--- config.mk ---
export PLATFORM = sky130hd
export DESIGN_NAME = size_class_buffer_pool
export DESIGN_NICKNAME = d
export VERILOG_FILES = /design/src/rtl/core/scbp_pkg.sv /design/src/rtl/core/size_class_buffer_pool.sv /design/src/rtl/core/scbp_ram.sv
export SDC_FILE = /design/constraint.sdc
export NUM_CORES = 1
export LEC_CHECK = 0
export ABC_AREA = 1
export BUFFER_PORTS_ARGS = -buffer_cell sky130_fd_sc_hd__clkbuf_2
export CORE_ASPECT_RATIO = 2
export CORE_MARGIN = 3
export CORE_UTILIZATION = 62
export DETAILED_ROUTE_END_ITERATION = 8
export PLACE_DENSITY = 0.77
export SLEW_MARGIN = 20
export SYNTH_ARGS = -nofsm -noshare
export SYNTH_HDL_FRONTEND = slang
export SYNTH_SLANG_ARGS = --single-unit
export TNS_END_PERCENT = 50
--- constraint.sdc ---
create_clock -name clk -period 4.85 [get_ports clk]
set_input_delay 0.2425 -clock clk [delete_from_list [all_inputs] [get_ports clk]]
set_output_delay 0.2425 -clock clk [all_outputs]
set_load 0.02 [all_outputs]
--- src/rtl/core/scbp_pkg.sv ---
// Shared constants, codes and types of the size-class buffer pool.
package scbp_pkg;

    // Table geometry
    localparam int SLOTS   = 16;
    localparam int SLOT_W  = $clog2(SLOTS);
    localparam int IDX_W   = $clog2(SLOTS + 1);
    localparam int CNT_W   = $clog2(SLOTS + 1);

    // Field widths
    localparam int CLS_W   = 5;
    localparam int ID_W    = 32;
    localparam int BYTES_W = 32;
    localparam int MIN_W   = 5;
    localparam int IDLE_W  = 8;
    localparam int ENTRY_W = CLS_W + ID_W;

    // Largest size class
    localparam logic [CLS_W-1:0] CLS_MAX = 5'd31;

    // Configuration reset values
    localparam logic [MIN_W-1:0]  MIN_RESET      = 5'd12;
    localparam logic [IDLE_W-1:0] MAX_IDLE_RESET = 8'd2;

    // Configuration register indexes
    localparam logic REG_MIN_BUCKET = 1'b0;
    localparam logic REG_MAX_IDLE   = 1'b1;

    // Operation codes
    localparam logic OP_ACQUIRE = 1'b0;
    localparam logic OP_RELEASE = 1'b1;

    // Result status codes
    typedef enum logic [2:0] {
        ST_REUSED   = 3'd0,
        ST_NEW      = 3'd1,
        ST_REG_FAIL = 3'd2,
        ST_FULL     = 3'd3,
        ST_KEPT     = 3'd4,
        ST_EVICTED  = 3'd5,
        ST_IGNORED  = 3'd6
    } status_t;

    // Sequencer states
    typedef enum logic [2:0] {
        S_IDLE      = 3'd0,
        S_CLASS     = 3'd1,
        S_REL_LATCH = 3'd2,
        S_SCAN      = 3'd3,
        S_DONE      = 3'd4
    } state_t;

endpackage

--- src/rtl/core/size_class_buffer_pool.sv ---
// Top level of the size-class buffer pool: sequencer, slot flags and config port.
//
// Usage: pulse start with the request fields while busy is low; the word is
// taken at that edge. An acquire (operation 0) rounds request_bytes up to a
// power-of-two class no smaller than 2^min_bucket_log2 and grants an idle
// slot, registers one, or makes a new slot. A release (operation 1) frees
// release_slot and evicts it when more than max_idle_per_bucket idle slots
// share its class. Each word yields exactly one result word: done is high
// for one cycle with status, slot, bucket_log2, buffer_id and registered.
// The receiver cannot stall; done drops after that cycle but the fields hold.
// An acquire holds busy through its class steps (one bit per cycle, from
// min_bucket_log2 up, at most 31 - min) and the slot scan; a grant at slot
// j ends the scan there. A release holds busy through the latch state and a
// full slot scan; a release of an empty slot leaves busy low. done is high in
// the first cycle after the word with busy low. The slot scan reads one
// class/id entry per cycle from the slot RAM through one compare unit.
// Reset clears all slot flags and the id counter and loads
// min_bucket_log2 = 12, max_idle_per_bucket = 2; no clearing pass is needed.
// Configuration must be written over the APB port only while busy is low;
// the block itself does not enforce it.
module size_class_buffer_pool (
    input  logic                        clk,
    input  logic                        rst_n,
    // Request side
    input  logic                        start,
    output logic                        busy,
    input  logic                        operation,
    input  logic [scbp_pkg::BYTES_W-1:0] request_bytes,
    input  logic                        need_registration,
    input  logic                        registration_ok,
    input  logic [3:0]                  release_slot,
    // Result side
    output logic                        done,
    output logic [2:0]                  status,
    output logic [3:0]                  slot,
    output logic [scbp_pkg::CLS_W-1:0]  bucket_log2,
    output logic [scbp_pkg::ID_W-1:0]   buffer_id,
    output logic                        registered,
    // Configuration port
    input  logic                        psel,
    input  logic                        penable,
    input  logic                        pwrite,
    input  logic [2:0]                  paddr,
    input  logic [31:0]                 pwdata,
    output logic [31:0]                 prdata,
    output logic                        pready
);

    import scbp_pkg::*;

    // Sequencer
    state_t state_reg, state_next;

    // Item registers
    logic                op_reg, op_next;
    logic                need_reg, need_next;
    logic                regok_reg, regok_next;
    logic [BYTES_W-1:0]  bytes_reg, bytes_next;
    logic [CLS_W-1:0]    lg_reg, lg_next;
    logic [SLOT_W-1:0]   k_reg, k_next;

    // Scan registers
    logic [IDX_W-1:0]    idx_reg, idx_next;
    logic                pend_reg, pend_next;
    logic [SLOT_W-1:0]   pend_idx_reg, pend_idx_next;
    logic                hit_reg, hit_next;
    logic                cand_vld_reg, cand_vld_next;
    logic [SLOT_W-1:0]   cand_idx_reg, cand_idx_next;
    logic [CLS_W-1:0]    cand_cls_reg, cand_cls_next;
    logic [ID_W-1:0]     cand_id_reg, cand_id_next;
    logic                empty_vld_reg, empty_vld_next;
    logic [SLOT_W-1:0]   empty_idx_reg, empty_idx_next;
    logic [CNT_W-1:0]    cnt_reg, cnt_next;

    // Pool state
    logic [SLOTS-1:0]    valid_reg, valid_next;
    logic [SLOTS-1:0]    busyf_reg, busyf_next;
    logic [SLOTS-1:0]    regf_reg, regf_next;
    logic [ID_W-1:0]     next_id_reg, next_id_next;

    // Configuration
    logic [MIN_W-1:0]    min_reg;
    logic [IDLE_W-1:0]   max_idle_reg;

    // Result registers
    logic                done_reg, done_next;
    status_t             status_reg, status_next;
    logic [3:0]          slot_reg, slot_next;
    logic [CLS_W-1:0]    bucket_reg, bucket_next;
    logic [ID_W-1:0]     id_reg, id_next;
    logic                registered_reg, registered_next;

    // Slot RAM ports
    logic                ram_we;
    logic [SLOT_W-1:0]   ram_waddr;
    logic [ENTRY_W-1:0]  ram_wdata;
    logic [SLOT_W-1:0]   ram_raddr;
    logic [ENTRY_W-1:0]  ram_rdata;

    // Compare unit and scan decode
    logic                accept;
    logic                cfg_write;
    logic [CLS_W-1:0]    rd_cls;
    logic [ID_W-1:0]     rd_id;
    logic                issue;
    logic                eval;
    logic                p_idle;
    logic                fit;
    logic                hit_now;
    logic                match;
    logic                last;
    logic                scan_exit;
    logic                grow;

    assign accept    = start && (state_reg == S_IDLE);
    assign cfg_write = psel && penable && pwrite && pready;
    assign rd_cls    = ram_rdata[ENTRY_W-1:ID_W];
    assign rd_id     = ram_rdata[ID_W-1:0];

    // Slot class/id store
    scbp_ram #(
        .WIDTH (ENTRY_W),
        .DEPTH (SLOTS)
    ) u_slot_ram (
        .clk   (clk),
        .we    (ram_we),
        .waddr (ram_waddr),
        .wdata (ram_wdata),
        .raddr (ram_raddr),
        .rdata (ram_rdata)
    );

    // Read the released slot at accept, then walk the table
    assign ram_raddr = (state_reg == S_IDLE) ? release_slot[SLOT_W-1:0]
                                             : idx_reg[SLOT_W-1:0];

    // Evaluate the slot whose entry just came out of the RAM
    assign issue     = (state_reg == S_SCAN) && (idx_reg < IDX_W'(SLOTS));
    assign eval      = (state_reg == S_SCAN) && pend_reg;
    assign p_idle    = valid_reg[pend_idx_reg] && !busyf_reg[pend_idx_reg];
    assign fit       = eval && (op_reg == OP_ACQUIRE) && p_idle && (rd_cls >= lg_reg);
    assign hit_now   = fit && (!need_reg || regf_reg[pend_idx_reg]);
    assign match     = eval && (op_reg == OP_RELEASE) && p_idle
                       && (rd_cls == cand_cls_reg);
    assign last      = eval && (pend_idx_reg == SLOT_W'(SLOTS - 1));
    assign scan_exit = hit_now || last;

    // Class step: grow while 2^lg is below the byte count
    assign grow = (state_reg == S_CLASS) && (lg_reg != CLS_MAX)
                  && ((ID_W'(1) << lg_reg) < bytes_reg);

    // Next state
    always_comb
    begin
        state_next = state_reg;
        case (state_reg)
            S_IDLE:
            begin
                if (accept)
                begin
                    if (operation == OP_RELEASE)
                    begin
                        if (valid_reg[release_slot[SLOT_W-1:0]])
                        begin
                            state_next = S_REL_LATCH;
                        end
                    end
                    else
                    begin
                        state_next = S_CLASS;
                    end
                end
            end
            S_CLASS:
            begin
                if (!grow)
                begin
                    state_next = S_SCAN;
                end
            end
            S_REL_LATCH:
            begin
                state_next = S_SCAN;
            end
            S_SCAN:
            begin
                if (scan_exit)
                begin
                    state_next = S_DONE;
                end
            end
            S_DONE:
            begin
                state_next = S_IDLE;
            end
            default:
            begin
                state_next = S_IDLE;
            end
        endcase
    end

    // Datapath and result
    always_comb
    begin
        op_next         = op_reg;
        need_next       = need_reg;
        regok_next      = regok_reg;
        bytes_next      = bytes_reg;
        lg_next         = lg_reg;
        k_next          = k_reg;
        idx_next        = idx_reg;
        pend_next       = pend_reg;
        pend_idx_next   = pend_idx_reg;
        hit_next        = hit_reg;
        cand_vld_next   = cand_vld_reg;
        cand_idx_next   = cand_idx_reg;
        cand_cls_next   = cand_cls_reg;
        cand_id_next    = cand_id_reg;
        empty_vld_next  = empty_vld_reg;
        empty_idx_next  = empty_idx_reg;
        cnt_next        = cnt_reg;
        valid_next      = valid_reg;
        busyf_next      = busyf_reg;
        regf_next       = regf_reg;
        next_id_next    = next_id_reg;
        done_next       = 1'b0;
        status_next     = status_reg;
        slot_next       = slot_reg;
        bucket_next     = bucket_reg;
        id_next         = id_reg;
        registered_next = registered_reg;
        ram_we          = 1'b0;
        ram_waddr       = empty_idx_reg;
        ram_wdata       = {lg_reg, next_id_reg};

        case (state_reg)
            S_IDLE:
            begin
                // Take the request word and clear the scan record
                if (accept)
                begin
                    op_next        = operation;
                    need_next      = need_registration;
                    regok_next     = registration_ok;
                    bytes_next     = request_bytes;
                    lg_next        = min_reg;
                    k_next         = release_slot[SLOT_W-1:0];
                    idx_next       = '0;
                    pend_next      = 1'b0;
                    hit_next       = 1'b0;
                    cand_vld_next  = 1'b0;
                    empty_vld_next = 1'b0;
                    cnt_next       = '0;
                    if (operation == OP_RELEASE)
                    begin
                        if (valid_reg[release_slot[SLOT_W-1:0]])
                        begin
                            // Free the slot before counting idle peers
                            busyf_next[release_slot[SLOT_W-1:0]] = 1'b0;
                        end
                        else
                        begin
                            // Drop a release of an empty slot
                            done_next       = 1'b1;
                            status_next     = ST_IGNORED;
                            slot_next       = release_slot;
                            bucket_next     = '0;
                            id_next         = '0;
                            registered_next = 1'b0;
                        end
                    end
                end
            end
            S_CLASS:
            begin
                // Advance the class one step
                if (grow)
                begin
                    lg_next = lg_reg + CLS_W'(1);
                end
            end
            S_REL_LATCH:
            begin
                // Hold class and id of the released slot
                cand_cls_next = rd_cls;
                cand_id_next  = rd_id;
            end
            S_SCAN:
            begin
                // Issue the next read
                pend_next     = issue;
                pend_idx_next = idx_reg[SLOT_W-1:0];
                if (issue)
                begin
                    idx_next = idx_reg + IDX_W'(1);
                end
                // First empty entry
                if (eval && !valid_reg[pend_idx_reg] && !empty_vld_reg)
                begin
                    empty_vld_next = 1'b1;
                    empty_idx_next = pend_idx_reg;
                end
                // Last fitting idle slot, or the granted one
                if (fit)
                begin
                    cand_vld_next = 1'b1;
                    cand_idx_next = pend_idx_reg;
                    cand_cls_next = rd_cls;
                    cand_id_next  = rd_id;
                end
                if (hit_now)
                begin
                    hit_next = 1'b1;
                end
                // Count idle slots of the released class
                if (match)
                begin
                    cnt_next = cnt_reg + CNT_W'(1);
                end
            end
            S_DONE:
            begin
                done_next = 1'b1;
                if (op_reg == OP_RELEASE)
                begin
                    slot_next   = 4'(k_reg);
                    bucket_next = cand_cls_reg;
                    if (32'(cnt_reg) > 32'(max_idle_reg))
                    begin
                        // Evict the released slot
                        status_next     = ST_EVICTED;
                        id_next         = cand_id_reg;
                        registered_next = regf_reg[k_reg];
                        valid_next[k_reg] = 1'b0;
                        busyf_next[k_reg] = 1'b0;
                        regf_next[k_reg]  = 1'b0;
                    end
                    else
                    begin
                        status_next     = ST_KEPT;
                        id_next         = '0;
                        registered_next = 1'b0;
                    end
                end
                else if (hit_reg)
                begin
                    // Grant an idle slot as it is
                    status_next     = ST_REUSED;
                    slot_next       = 4'(cand_idx_reg);
                    bucket_next     = cand_cls_reg;
                    id_next         = cand_id_reg;
                    registered_next = regf_reg[cand_idx_reg];
                    busyf_next[cand_idx_reg] = 1'b1;
                end
                else if (cand_vld_reg)
                begin
                    // Register the last fitting slot
                    slot_next   = 4'(cand_idx_reg);
                    bucket_next = cand_cls_reg;
                    id_next     = cand_id_reg;
                    if (regok_reg)
                    begin
                        status_next     = ST_REUSED;
                        registered_next = 1'b1;
                        regf_next[cand_idx_reg]  = 1'b1;
                        busyf_next[cand_idx_reg] = 1'b1;
                    end
                    else
                    begin
                        status_next     = ST_REG_FAIL;
                        registered_next = 1'b0;
                    end
                end
                else if (!empty_vld_reg)
                begin
                    // Flag a full table
                    status_next     = ST_FULL;
                    slot_next       = '0;
                    bucket_next     = lg_reg;
                    id_next         = '0;
                    registered_next = 1'b0;
                end
                else
                begin
                    // Make a new slot, consuming an id either way
                    next_id_next = next_id_reg + ID_W'(1);
                    slot_next    = 4'(empty_idx_reg);
                    bucket_next  = lg_reg;
                    id_next      = next_id_reg;
                    if (need_reg && !regok_reg)
                    begin
                        status_next     = ST_REG_FAIL;
                        registered_next = 1'b0;
                    end
                    else
                    begin
                        status_next     = ST_NEW;
                        registered_next = need_reg;
                        valid_next[empty_idx_reg] = 1'b1;
                        busyf_next[empty_idx_reg] = 1'b1;
                        regf_next[empty_idx_reg]  = need_reg;
                        ram_we = 1'b1;
                    end
                end
            end
            default:
            begin
                done_next = 1'b0;
            end
        endcase
    end

    // Control registers
    always_ff @(posedge clk or negedge rst_n)
    begin
        if (!rst_n)
        begin
            state_reg    <= S_IDLE;
            valid_reg    <= '0;
            busyf_reg    <= '0;
            regf_reg     <= '0;
            next_id_reg  <= '0;
            done_reg     <= 1'b0;
            pend_reg     <= 1'b0;
            hit_reg      <= 1'b0;
            cand_vld_reg <= 1'b0;
            empty_vld_reg <= 1'b0;
            cnt_reg      <= '0;
            idx_reg      <= '0;
            min_reg      <= MIN_RESET;
            max_idle_reg <= MAX_IDLE_RESET;
        end
        else
        begin
            state_reg     <= state_next;
            valid_reg     <= valid_next;
            busyf_reg     <= busyf_next;
            regf_reg      <= regf_next;
            next_id_reg   <= next_id_next;
            done_reg      <= done_next;
            pend_reg      <= pend_next;
            hit_reg       <= hit_next;
            cand_vld_reg  <= cand_vld_next;
            empty_vld_reg <= empty_vld_next;
            cnt_reg       <= cnt_next;
            idx_reg       <= idx_next;
            // Write configuration
            if (cfg_write)
            begin
                if (paddr[2] == REG_MIN_BUCKET)
                begin
                    min_reg <= pwdata[MIN_W-1:0];
                end
                else
                begin
                    max_idle_reg <= pwdata[IDLE_W-1:0];
                end
            end
        end
    end

    // Payload registers
    always_ff @(posedge clk)
    begin
        op_reg         <= op_next;
        need_reg       <= need_next;
        regok_reg      <= regok_next;
        bytes_reg      <= bytes_next;
        lg_reg         <= lg_next;
        k_reg          <= k_next;
        pend_idx_reg   <= pend_idx_next;
        cand_idx_reg   <= cand_idx_next;
        cand_cls_reg   <= cand_cls_next;
        cand_id_reg    <= cand_id_next;
        empty_idx_reg  <= empty_idx_next;
        status_reg     <= status_next;
        slot_reg       <= slot_next;
        bucket_reg     <= bucket_next;
        id_reg         <= id_next;
        registered_reg <= registered_next;
    end

    // Register read-back
    always_comb
    begin
        if (paddr[2] == REG_MIN_BUCKET)
        begin
            prdata = {{(32 - MIN_W){1'b0}}, min_reg};
        end
        else
        begin
            prdata = {{(32 - IDLE_W){1'b0}}, max_idle_reg};
        end
    end

    assign pready      = 1'b1;
    assign busy        = (state_reg != S_IDLE);
    assign done        = done_reg;
    assign status      = status_reg;
    assign slot        = slot_reg;
    assign bucket_log2 = bucket_reg;
    assign buffer_id   = id_reg;
    assign registered  = registered_reg;

endmodule

--- src/rtl/core/scbp_ram.sv ---
// Generic single-port-write, single-port-read RAM with registered read data.
module scbp_ram #(
    parameter int WIDTH = 8,
    parameter int DEPTH = 16
) (
    input  logic                                    clk,
    input  logic                                    we,
    input  logic [((DEPTH > 1) ? $clog2(DEPTH) : 1)-1:0] waddr,
    input  logic [WIDTH-1:0]                        wdata,
    input  logic [((DEPTH > 1) ? $clog2(DEPTH) : 1)-1:0] raddr,
    output logic [WIDTH-1:0]                        rdata
);

    logic [WIDTH-1:0] mem [DEPTH];
    logic [WIDTH-1:0] rdata_reg;

    // Write one entry, register the read word
    always_ff @(posedge clk)
    begin
        if (we)
        begin
            mem[waddr] <= wdata;
        end
        rdata_reg <= mem[raddr];
    end

    assign rdata = rdata_reg;

endmodule
== After elaboration in Yosys (flattened, before gate mapping) ==
Memories as Yosys holds them, arrays and structs flattened. A register that Yosys moved wholly into a read port is not among the register bits.
Index checks and enable logic that the tools add are counted.

* Multiplexer cells: 131
* Reduce and logical (&&, ||, !) cells: 57
* Shift-type cells: 1
* Bitwise gates (word level): 14
* Add/sub/neg operators: 4
* Magnitude comparators: 13
* Equality and inequality tests: 30

{| class="wikitable"
|+ Operators by type and width
! operator !! count
|-
| $mux 16 || 23
|-
| $mux 32 || 9
|-
| $pmux 32 s2 || 2
|-
| $and 16x16->16 || 4
|-
| $or 16x16->16 || 4
|-
| $mux 5 || 12
|-
| $pmux 5 s2 || 5
|-
| $mux 1 || 36
|-
| $mux 3 || 11
|-
| $add 32x1->32 const B || 1
|-
| $lt 32x32->1 || 1
|-
| $mux 4 || 8
|-
| $not 16->16 || 2
|-
| $pmux 16 s2 || 1
|-
| $shl 1x5->32 const A || 1
|-
| $ne 2x2->1 const B || 13
|-
| $lt 4x5->1 const B || 5
|-
| $bmux 1 s4 || 6
|-
| $logic_and 1x1->1 || 23
|-
| $ne 5x5->1 const B || 4
|-
| $reduce_and 3->1 || 6
|-
| $bwmux 16 || 1
|-
| $demux 1 s4 || 4
|-
| $ge 4x1->1 const B || 4
|-
| 29 further kinds || 64
|}

* Register bits after elaboration: 249
* Memory bits (writable): 592
* Word-level logic and storage cells: 281
* Memories: 1

{| class="wikitable"
|+ Memories
! memory !! words !! bits a word !! read ports !! clocked after memory_dff !! wr ports !! line !! text
|-
| u_slot_ram.mem || 16 || 37 || 1 || 1 || 1 || scbp_ram.sv:14 || <nowiki>logic [WIDTH-1:0] mem [DEPTH];</nowiki>
|}

== Longest topological paths before layout ==
Gate-level depths: netlist of run 1.

* Word-level depth: 11
* Gate-level depth with buffers: 19

== Modules after synthesis ==
From an unflattened synthesis of run 1, not the netlist that was laid out.

* Cell total of the unflattened synthesis: 4,111
* Area, all modules: 40,382.5 um^2

{| class="wikitable"
|+ Modules (own cells, without submodules)
! module !! seq. area each (um^2) !! instances !! cells an instance !! area each (um^2)
|-
| scbp_ram || 18,517.8 || 1 || 2,446 || 26,205.1
|-
| size_class_buffer_pool || 6,925.4 || 1 || 1,665 || 14,177.3
|}

== Worst setup path after synthesis of run 1 ==
Ideal clock, no wire load.

* Kind: input to register
* Start point: input release_slot[0]
* End point: register bucket_reg[0] (netlist: bucket_log2[0]), enable pin
* Buffers on the path: 0
* Required time: 4,403 ps
* Cell stages on the path: 9
* Arrival time: 3,023 ps
* Path slack: 1,380 ps
* Cell sequence: inv_1 > nor2_1 > a22oi_1 > nand2_1 > nand2_1 > nand2_1 > o21ai_0 > nand2_1 > nor2_1

* Longest elaborated chain between the ends: 4

{| class="wikitable"
|+ Ends and longest elaborated chain
! what !! line !! text
|-
| start: declaration || size_class_buffer_pool.sv:31 || <nowiki>input logic [3:0] release_slot,</nowiki>
|-
| $bmux 1 s4 || size_class_buffer_pool.sv:257 || <nowiki>if (valid_reg[release_slot[SLOT_W-1:0]])</nowiki>
|-
| $mux 1 (not written as such) || size_class_buffer_pool.sv:257 ||
|-
| $ne 2x2->1 (no line) || - ||
|-
| $reduce_and 4->1 (no line) || - ||
|-
| end signal: assignment || size_class_buffer_pool.sv:479 || <nowiki>bucket_reg <= bucket_next;</nowiki>
|-
| end: declaration || size_class_buffer_pool.sv:89 || <nowiki>logic [CLS_W-1:0] bucket_reg, bucket_next;</nowiki>
|}

No other way between the ends. The select of a mux whose other input is x is not followed.
A chain may end at the register's enable or synchronous reset.

== Worst setup path after layout of run 1 ==
* Start point: register state_reg[0]
* End point: register u_slot_ram.rdata_reg[17] (netlist: u_slot_ram.rdata[17]), read port of u_slot_ram.mem

* Longest elaborated chain between the ends: 2

{| class="wikitable"
|+ Ends and longest elaborated chain
! what !! line !! text
|-
| start: declaration || size_class_buffer_pool.sv:52 || <nowiki>state_t state_reg, state_next;</nowiki>
|-
| start signal: assignment || size_class_buffer_pool.sv:436 || <nowiki>state_reg <= state_next;</nowiki>
|-
| $logic_not 3->1 || size_class_buffer_pool.sv:134 || <nowiki>assign ram_raddr = (state_reg == S_IDLE) ? release_slot[SLOT_W-1:0]</nowiki>
|-
| $mux 4 || size_class_buffer_pool.sv:134 ||
|-
| end: declaration || scbp_ram.sv:15 || <nowiki>logic [WIDTH-1:0] rdata_reg;</nowiki>
|}

No other way between the ends.

==> impl_metrics.json, run 1 <==
{
  "rsz0062_at_grt": "no",
  "crit_path_cell_trace": "nor2_4, nand2_2, o21ai_4, buf_4, buf_4, o21ai_0, o221ai_1, nand3_1, nand2_1",
  "first_global_vias": 28600,
  "clk_pin_slew_ps": 70,
  "layout-area-overhead-vs-synth_pct": 12.2,
  "ctsLongestPathBuffers": 3,
  "critPathMaxFanout": 81,
  "post_synth.cell_area_avg_um2": 11.4,
  "required_ps": 5400,
  "timing.critical_path.buf_inv": 2,
  "clock_sink_count": 878,
  "synth.top_cells.by_area": "edfxtp_1 58%, dfrtp_1 7.2%, o21ai_0 5.7%",
  "p_total_mw": 23.7,
  "timing.critical_path.max_delay_family": "buffers and inverters",
  "final.min_clock_period_ps": 3690,
  "largest_register_ffs": 592,
  "drive_above_1_share_pct": 10.3,
  "nNetsFinal": 3546,
  "port_buffers": 108,
  "postSynthRegisterBits": 878,
  "cellPowerDensity_nw_per_um2": 561,
  "timing.critical_path.mode_cell": "buf_4",
  "yosysUniqueCellTypes": 62,
  "cpPeakStageDelay_ps": 740,
  "fp.dieW_um": 180,
  "place.gp.congestion": 1.03,
  "yosysTopAreaCellShare_pct": 58.3,
  "route.antenna.remaining_nets": 0,
  "drv_cap": 0,
  "die_area_um2": 63800,
  "global_route.overflow_total": 0,
  "worst_setup_path_start_kind": "flop",
  "total_number_of_vias": 28100,
  "p_leak_nw": 16.3,
  "floorplan.die.height_um": 354,
  "worst_clock_skew_ps": 23.2,
  "cts_inserted_buffers": 75,
  "ctsResizeCount": 0,
  "finalWirelength_um": 120000,
  "vdd_ir_drop_max_v": 0.000583,
  "max_slew.worst_pin.slew_ps": 994,
  "clk-insertion-delay-late_ps": 630,
  "global_route_wire_length_before_repair_um": 177000,
  "floorplan.initialDensity_pct": 62.6,
  "r2r_setup_slack_ps": 1160,
  "design_area_um2": 42200,
  "globalRouteTotalUtil_pct": 37.1,
  "holdCritPathClass": "in2async",
  "synth_edf_count": 730,
  "tns_ps": 0,
  "pin_count": 160,
  "timing.final.setup_violations": 0,
  "postPlaceCellArea_um2": 39200,
  "dp_hpwl_um": 71000,
  "syn-cell-area_um2": 37600,
  "worst-setup-path-type": "reg2reg",
  "critical_path.endpoint_type": "flop",
  "post-synth-top-area-cell": "edfxtp_1",
  "final.fill_count": 4046,
  "drt-wirelength-per-cell_um": 28.3,
  "yosysSeqAreaShare_pct": 67.7,
  "viasPerCell": 6.61,
  "worst_r2r_path_depth": 9,
  "maxSlewHeadroom_pct": 33.8,
  "ys.flop_type": "edfxtp_1",
  "run_status": "finished, final reports clean",
  "cts_max_level": 3,
  "final.period_utilization_pct": 76.1,
  "postSynth.asyncResetShare_pct": 12.6,
  "floorplan.core_area_um2": 60100,
  "synthesis.instances": 3286,
  "max_freq_mhz": 271,
  "slew_viols_final": 0,
  "row_count": 127,
  "end_of_the_worst_register_to_register_path": "u_slot_ram.rdata[17]$_DFF_P_",
  "report.final.hold_viol_count": 0,
  "crit_path_start": "state_reg[0]$_DFFE_PN0P_",
  "dr.first_iter.drc_count": 4057,
  "tritoncts": "yes",
  "router_iterations_before_antenna_repair": 8,
  "crit_path_slowest_cell": "buf_4",
  "clk_root_buffer_cell": "clkbuf_16",
  "worstPathArrival_ps": 4240,
  "grt_start_max_net_pins": 179,
  "drt_drc_violations_left": 0,
  "yosys_warnings": 0,
  "grt_antenna_before_repair": 3,
  "r2r-start": "state_reg[0]$_DFFE_PN0P_"
}
-- cells in the final DEF (no fill, tap or decap), types with 45 or more instances in the layout --
cell	synthesis	final
dlygate4sd3_1	0	48
ha_1	51	51
inv_1	229	228
dfrtp_1	108	108
nand2_1	374	373
a21oi_1	99	99
o221ai_1	109	109
nor2_1	464	446
clkbuf_16	0	77
buf_4	28	45
edfxtp_1	730	730
o211ai_1	51	51
o21ai_0	425	424
o22ai_1	60	60
clkbuf_2	9	107
nand3_1	153	153
-- metal layers --
metal / share of wire, % / routed length (um) / GRT usage (%) / vias up
met5: 0.0083 / 10 / 0 / -
met4: 8.4 / 10100 / 25.5 / 2
met3: 8.6 / 10300 / 5.52 / 492
met2: 51 / 61300 / 64.9 / 1987
met1: 32 / 38500 / 41.7 / 13600
li1: - / - / - / 12000
-- kinds of logic (layout without fill, tap and decap cells) --
kind of cell | count (synthesis) | in the layout | share of synthesized area [%]
other | 2 | 27 | 0.0200
buffers and inverters | 434 | 602 | 4.92
and+or+nand+nor | 1076 | 1076 | 12.0
muxes | 4 | 4 | 0.120
adders and majority gates | 51 | 51 | 1.70
xor gates and xnor gates | 32 | 32 | 0.745
AOI/OAI and AO/OA | 809 | 809 | 12.8
DFF | 878 | 878 | 67.7
-- repair_timing --
| action | CTS | global route |
|---|---|---|
| hold buffers | 48 | 0 |
| setup endpoints to repair | 0 | 0 |
| setup buffers | 0 | 0 |
| endpoints found under the hold margin | 73 | 0 |
-- worst max path at each step --
| stage | end | slack [ps] | cells after the start |
|---|---|---|---|
| finish | u_slot_ram.rdata[17]$_DFF_P_ | 1160 | 9 |
| global route | u_slot_ram.rdata[17]$_DFF_P_ | 1030 | 9 |
| CTS | u_slot_ram.rdata[17]$_DFF_P_ | 1240 | 9 |
| detailed placement | u_slot_ram.rdata[7]$_DFF_P_ | 1400 | 9 |
| global placement | u_slot_ram.rdata[14]$_DFF_P_ | 1500 | 9 |
| floorplan | bucket_log2[0]$_SDFFCE_PN0P_ | 1380 | 9 |
-- synth_stat cells (all sizes together), types with 7 or more instances --
cell type  number
xor2           29
a211oi          8
clkbuf         99
a22oi          10
inv           239
edfxtp        730
nand3         154
nor3           32
a31oi           8
nand2         381
dfrtp         108
dfxtp          37
nor4           11
buf            92
a21oi         100
nand4          16
o211ai         51
ha             51
o21ai         439
o221ai        109
nor2          473
o2111ai         7
o22ai          60
-- metrics by stage --
step	hold slack [ps]	setup WS (ps)	instances	util [%]
after floorplan	-53.1	1380	3309	-
after global placement	179	1500	4064	65.2
after detailed placement	186	1400	4064	65.2
after CTS	69.9	1240	4251	70.2
after global routing	85.2	1030	4253	70.2
final	73.8	1160	4253	70.2
-- cell type report --
type	count	area, um2	area share (%)
Clock buffer	102	2100	4.99
Timing Repair Buffer	220	1750	4.14
Multi-Input combinational cell	1997	10600	25.0
Sequential cell	878	25400	60.3
Clock inverter	37	424	1.01
Inverter	243	922	2.19
Antenna cell	2	5.00	0.0119
Tap cell	774	968	2.30
-- power breakdown --
| group | switching, mW | leakage (nW) | internal, mW |
|---|---|---|---|
| clock | 2.80 | 1.24 | 3.47 |
| sequential | 0.470 | 9.23 | 8.92 |
| combinational | 5.81 | 5.81 | 2.19 |
Power figures use the tool's default switching activity.
==> run 2, diff against run 1 <==
==> constraint.sdc (replaced) <==
create_clock -name clk -period 3.7 [get_ports clk]
set_input_delay 0.185 -clock clk [delete_from_list [all_inputs] [get_ports clk]]
set_output_delay 0.185 -clock clk [all_outputs]
set_load 0.02 [all_outputs]
==> run 2 against run 1 <==
  * Routed wire length shrank 5.9%
  * Combinational power is 31% higher
  * Register-to-register slack worse by 810 ps
  * Non-clock buffer count is 19 higher
  * Global-route usage decreased by 2.1 points
  * Worst setup slack lost 810 ps
  * Sequential share of layout area is 0.13 points lower
  * Flip-flop and latch count unchanged
  * Worst hold slack better by 37 ps
==> impl_metrics.json, run 2 (synthesis results as in run 1) <==
{
  "run_status": "finished, final reports clean",
  "grt_start_max_net_pins": 203,
  "timing.final.setup_violations": 0,
  "tns_ps": 0,
  "clock_sink_count": 878,
  "worst_setup_path_start_kind": "flop",
  "floorplan.die.height_um": 354,
  "report.final.hold_viol_count": 0,
  "clk-insertion-delay-late_ps": 640,
  "place.gp.congestion": 1.02,
  "layout_setup_ws_ps": 350,
  "rsz0062_at_grt": "no",
  "pin_count": 160,
  "finalWirelength_um": 113000,
  "layout_common_cells": "730 x edfxtp_1, 447 x nor2_1, 424 x o21ai_0, 373 x nand2_1, 228 x inv_1",
  "placement.setup.worst_slack_ps": 389,
  "cellPowerDensity_nw_per_um2": 724,
  "global_route_wire_length_before_repair_um": 168000,
  "viasPerCell": 6.53,
  "global_route.overflow_total": 0,
  "critPathMaxFanout": 19,
  "fp.dieW_um": 180,
  "clk_root_buffer_cell": "clkbuf_16",
  "maxSlewHeadroom_pct": 30.1,
  "drt-wirelength-per-cell_um": 26.5,
  "tritoncts": "yes",
  "drv_cap": 0,
  "port_buffers": 108,
  "floorplan.initialDensity_pct": 62.6,
  "p_leak_nw": 16.3,
  "post_layout_nonfiller_instances": 4267,
  "p_total_mw": 30.6,
  "holdCritPathClass": "in2reg",
  "vdd_ir_drop_max_v": 0.000948,
  "route.antenna.remaining_nets": 0,
  "diodes": 0,
  "dr.first_iter.drc_count": 3630,
  "max_freq_mhz": 299,
  "cts_max_level": 3,
  "worst-setup-path-type": "reg2reg",
  "router_iterations_before_antenna_repair": 6,
  "floorplan.core_area_um2": 60100,
  "final.min_clock_period_ps": 3350,
  "nNetsFinal": 3563,
  "worstPathArrival_ps": 3680,
  "total_number_of_vias": 27900,
  "required_ps": 4030,
  "mostFrequentLayoutCell": "edfxtp_1",
  "row_count": 127,
  "ctsLongestPathBuffers": 3,
  "layout-area-overhead-vs-synth_pct": 12.4,
  "first_global_vias": 28000,
  "max_slew.worst_pin.slew_ps": 1040,
  "worst_clock_skew_ps": 35.5,
  "slew_viols_final": 0,
  "grt_antenna_before_repair": 0,
  "cts_inserted_buffers": 73,
  "final.period_utilization_pct": 90.5,
  "globalRouteTotalUtil_pct": 34.9,
  "placed_cells_incl_taps": 4082,
  "drt_drc_violations_left": 0,
  "largest_register_ffs": 592,
  "critical_path.endpoint_type": "flop",
  "die_area_um2": 63800,
  "drive_above_1_share_pct": 10.4,
  "ctsResizeCount": 0,
  "dp_hpwl_um": 69000,
  "clk_pin_slew_ps": 60
}
-- run 2: power by group --
part / internal (mW) / switching [mW]
clock: 4.36 / 3.51
sequential: 11.7 / 0.533
combinational: 3.03 / 7.46
total: 19.1 / 11.5
-- run 2: timing repair --
item	CTS	global route
buffers inserted	0	0
endpoints found under the hold margin	160	0
hold buffers	49	0
-- run 2: worst paths after layout --
kind / start / endpoint / slack [ps] / cells after the start
setup / recovery: lg_reg[4]$_DFFE_PP_ / lg_reg[1]$_DFFE_PP_ / 350 / 10
hold / removal: start / idx_reg[1]$_DFFE_PN0P_ / 110 / 6
setup reg to reg: lg_reg[4]$_DFFE_PP_ / lg_reg[1]$_DFFE_PP_ / 350 / 10
hold reg to reg: u_slot_ram.rdata[20]$_DFF_P_ / cand_id_reg[20]$_DFFE_PP_ / 390 / 0
max in group asynchronous: rst_n / regf_reg[12]$_DFFE_PN0P_ / 2200 / 3
min in group asynchronous: rst_n / regf_reg[15]$_DFFE_PN0P_ / 140 / 3
-- run 2: area by class of cell --
class / count / area, um2
Timing Repair Buffer: 239 / 1950
Sequential cell: 878 / 25400
Multi-Input combinational cell: 1997 / 10600
Clock inverter: 35 / 409
Clock buffer: 101 / 2020
Inverter: 243 / 922
Tap cell: 774 / 968
Fill cell: 4034 / 17800
-- run 2: critical path, stage by stage (launching register included) --
cell and delay [ps]:
edfxtp_1 710, clkinv_1 640, nor4_1 370, ha_1 310, a21oi_1 150, nor2_1 60, a211oi_1 200, a21oi_1 140
nor2_1 160, nand2_1 110, nand2_1 180
-- run 2: through the flow --
| stage | instance area [um2] | hold slack, ps | util, % |
|---|---|---|---|
| floorplan | 37700 | -111 | - |
| global placement | 39300 | 102 | 65.5 |
| detailed placement | 39300 | 106 | 65.5 |
| CTS | 42300 | 87.5 | 70.4 |
| global route | 42300 | 142 | 70.4 |
| finish | 42300 | 111 | 70.4 |
-- run 2: routing by layer --
layer,track usage (%),up-vias,share of wire [%]
li1,-,12100,-
met1,40.0,13500,33
met2,60.9,1789,51
met3,5.08,468,7.8
met4,23.3,0,7.8
met5,0,-,0
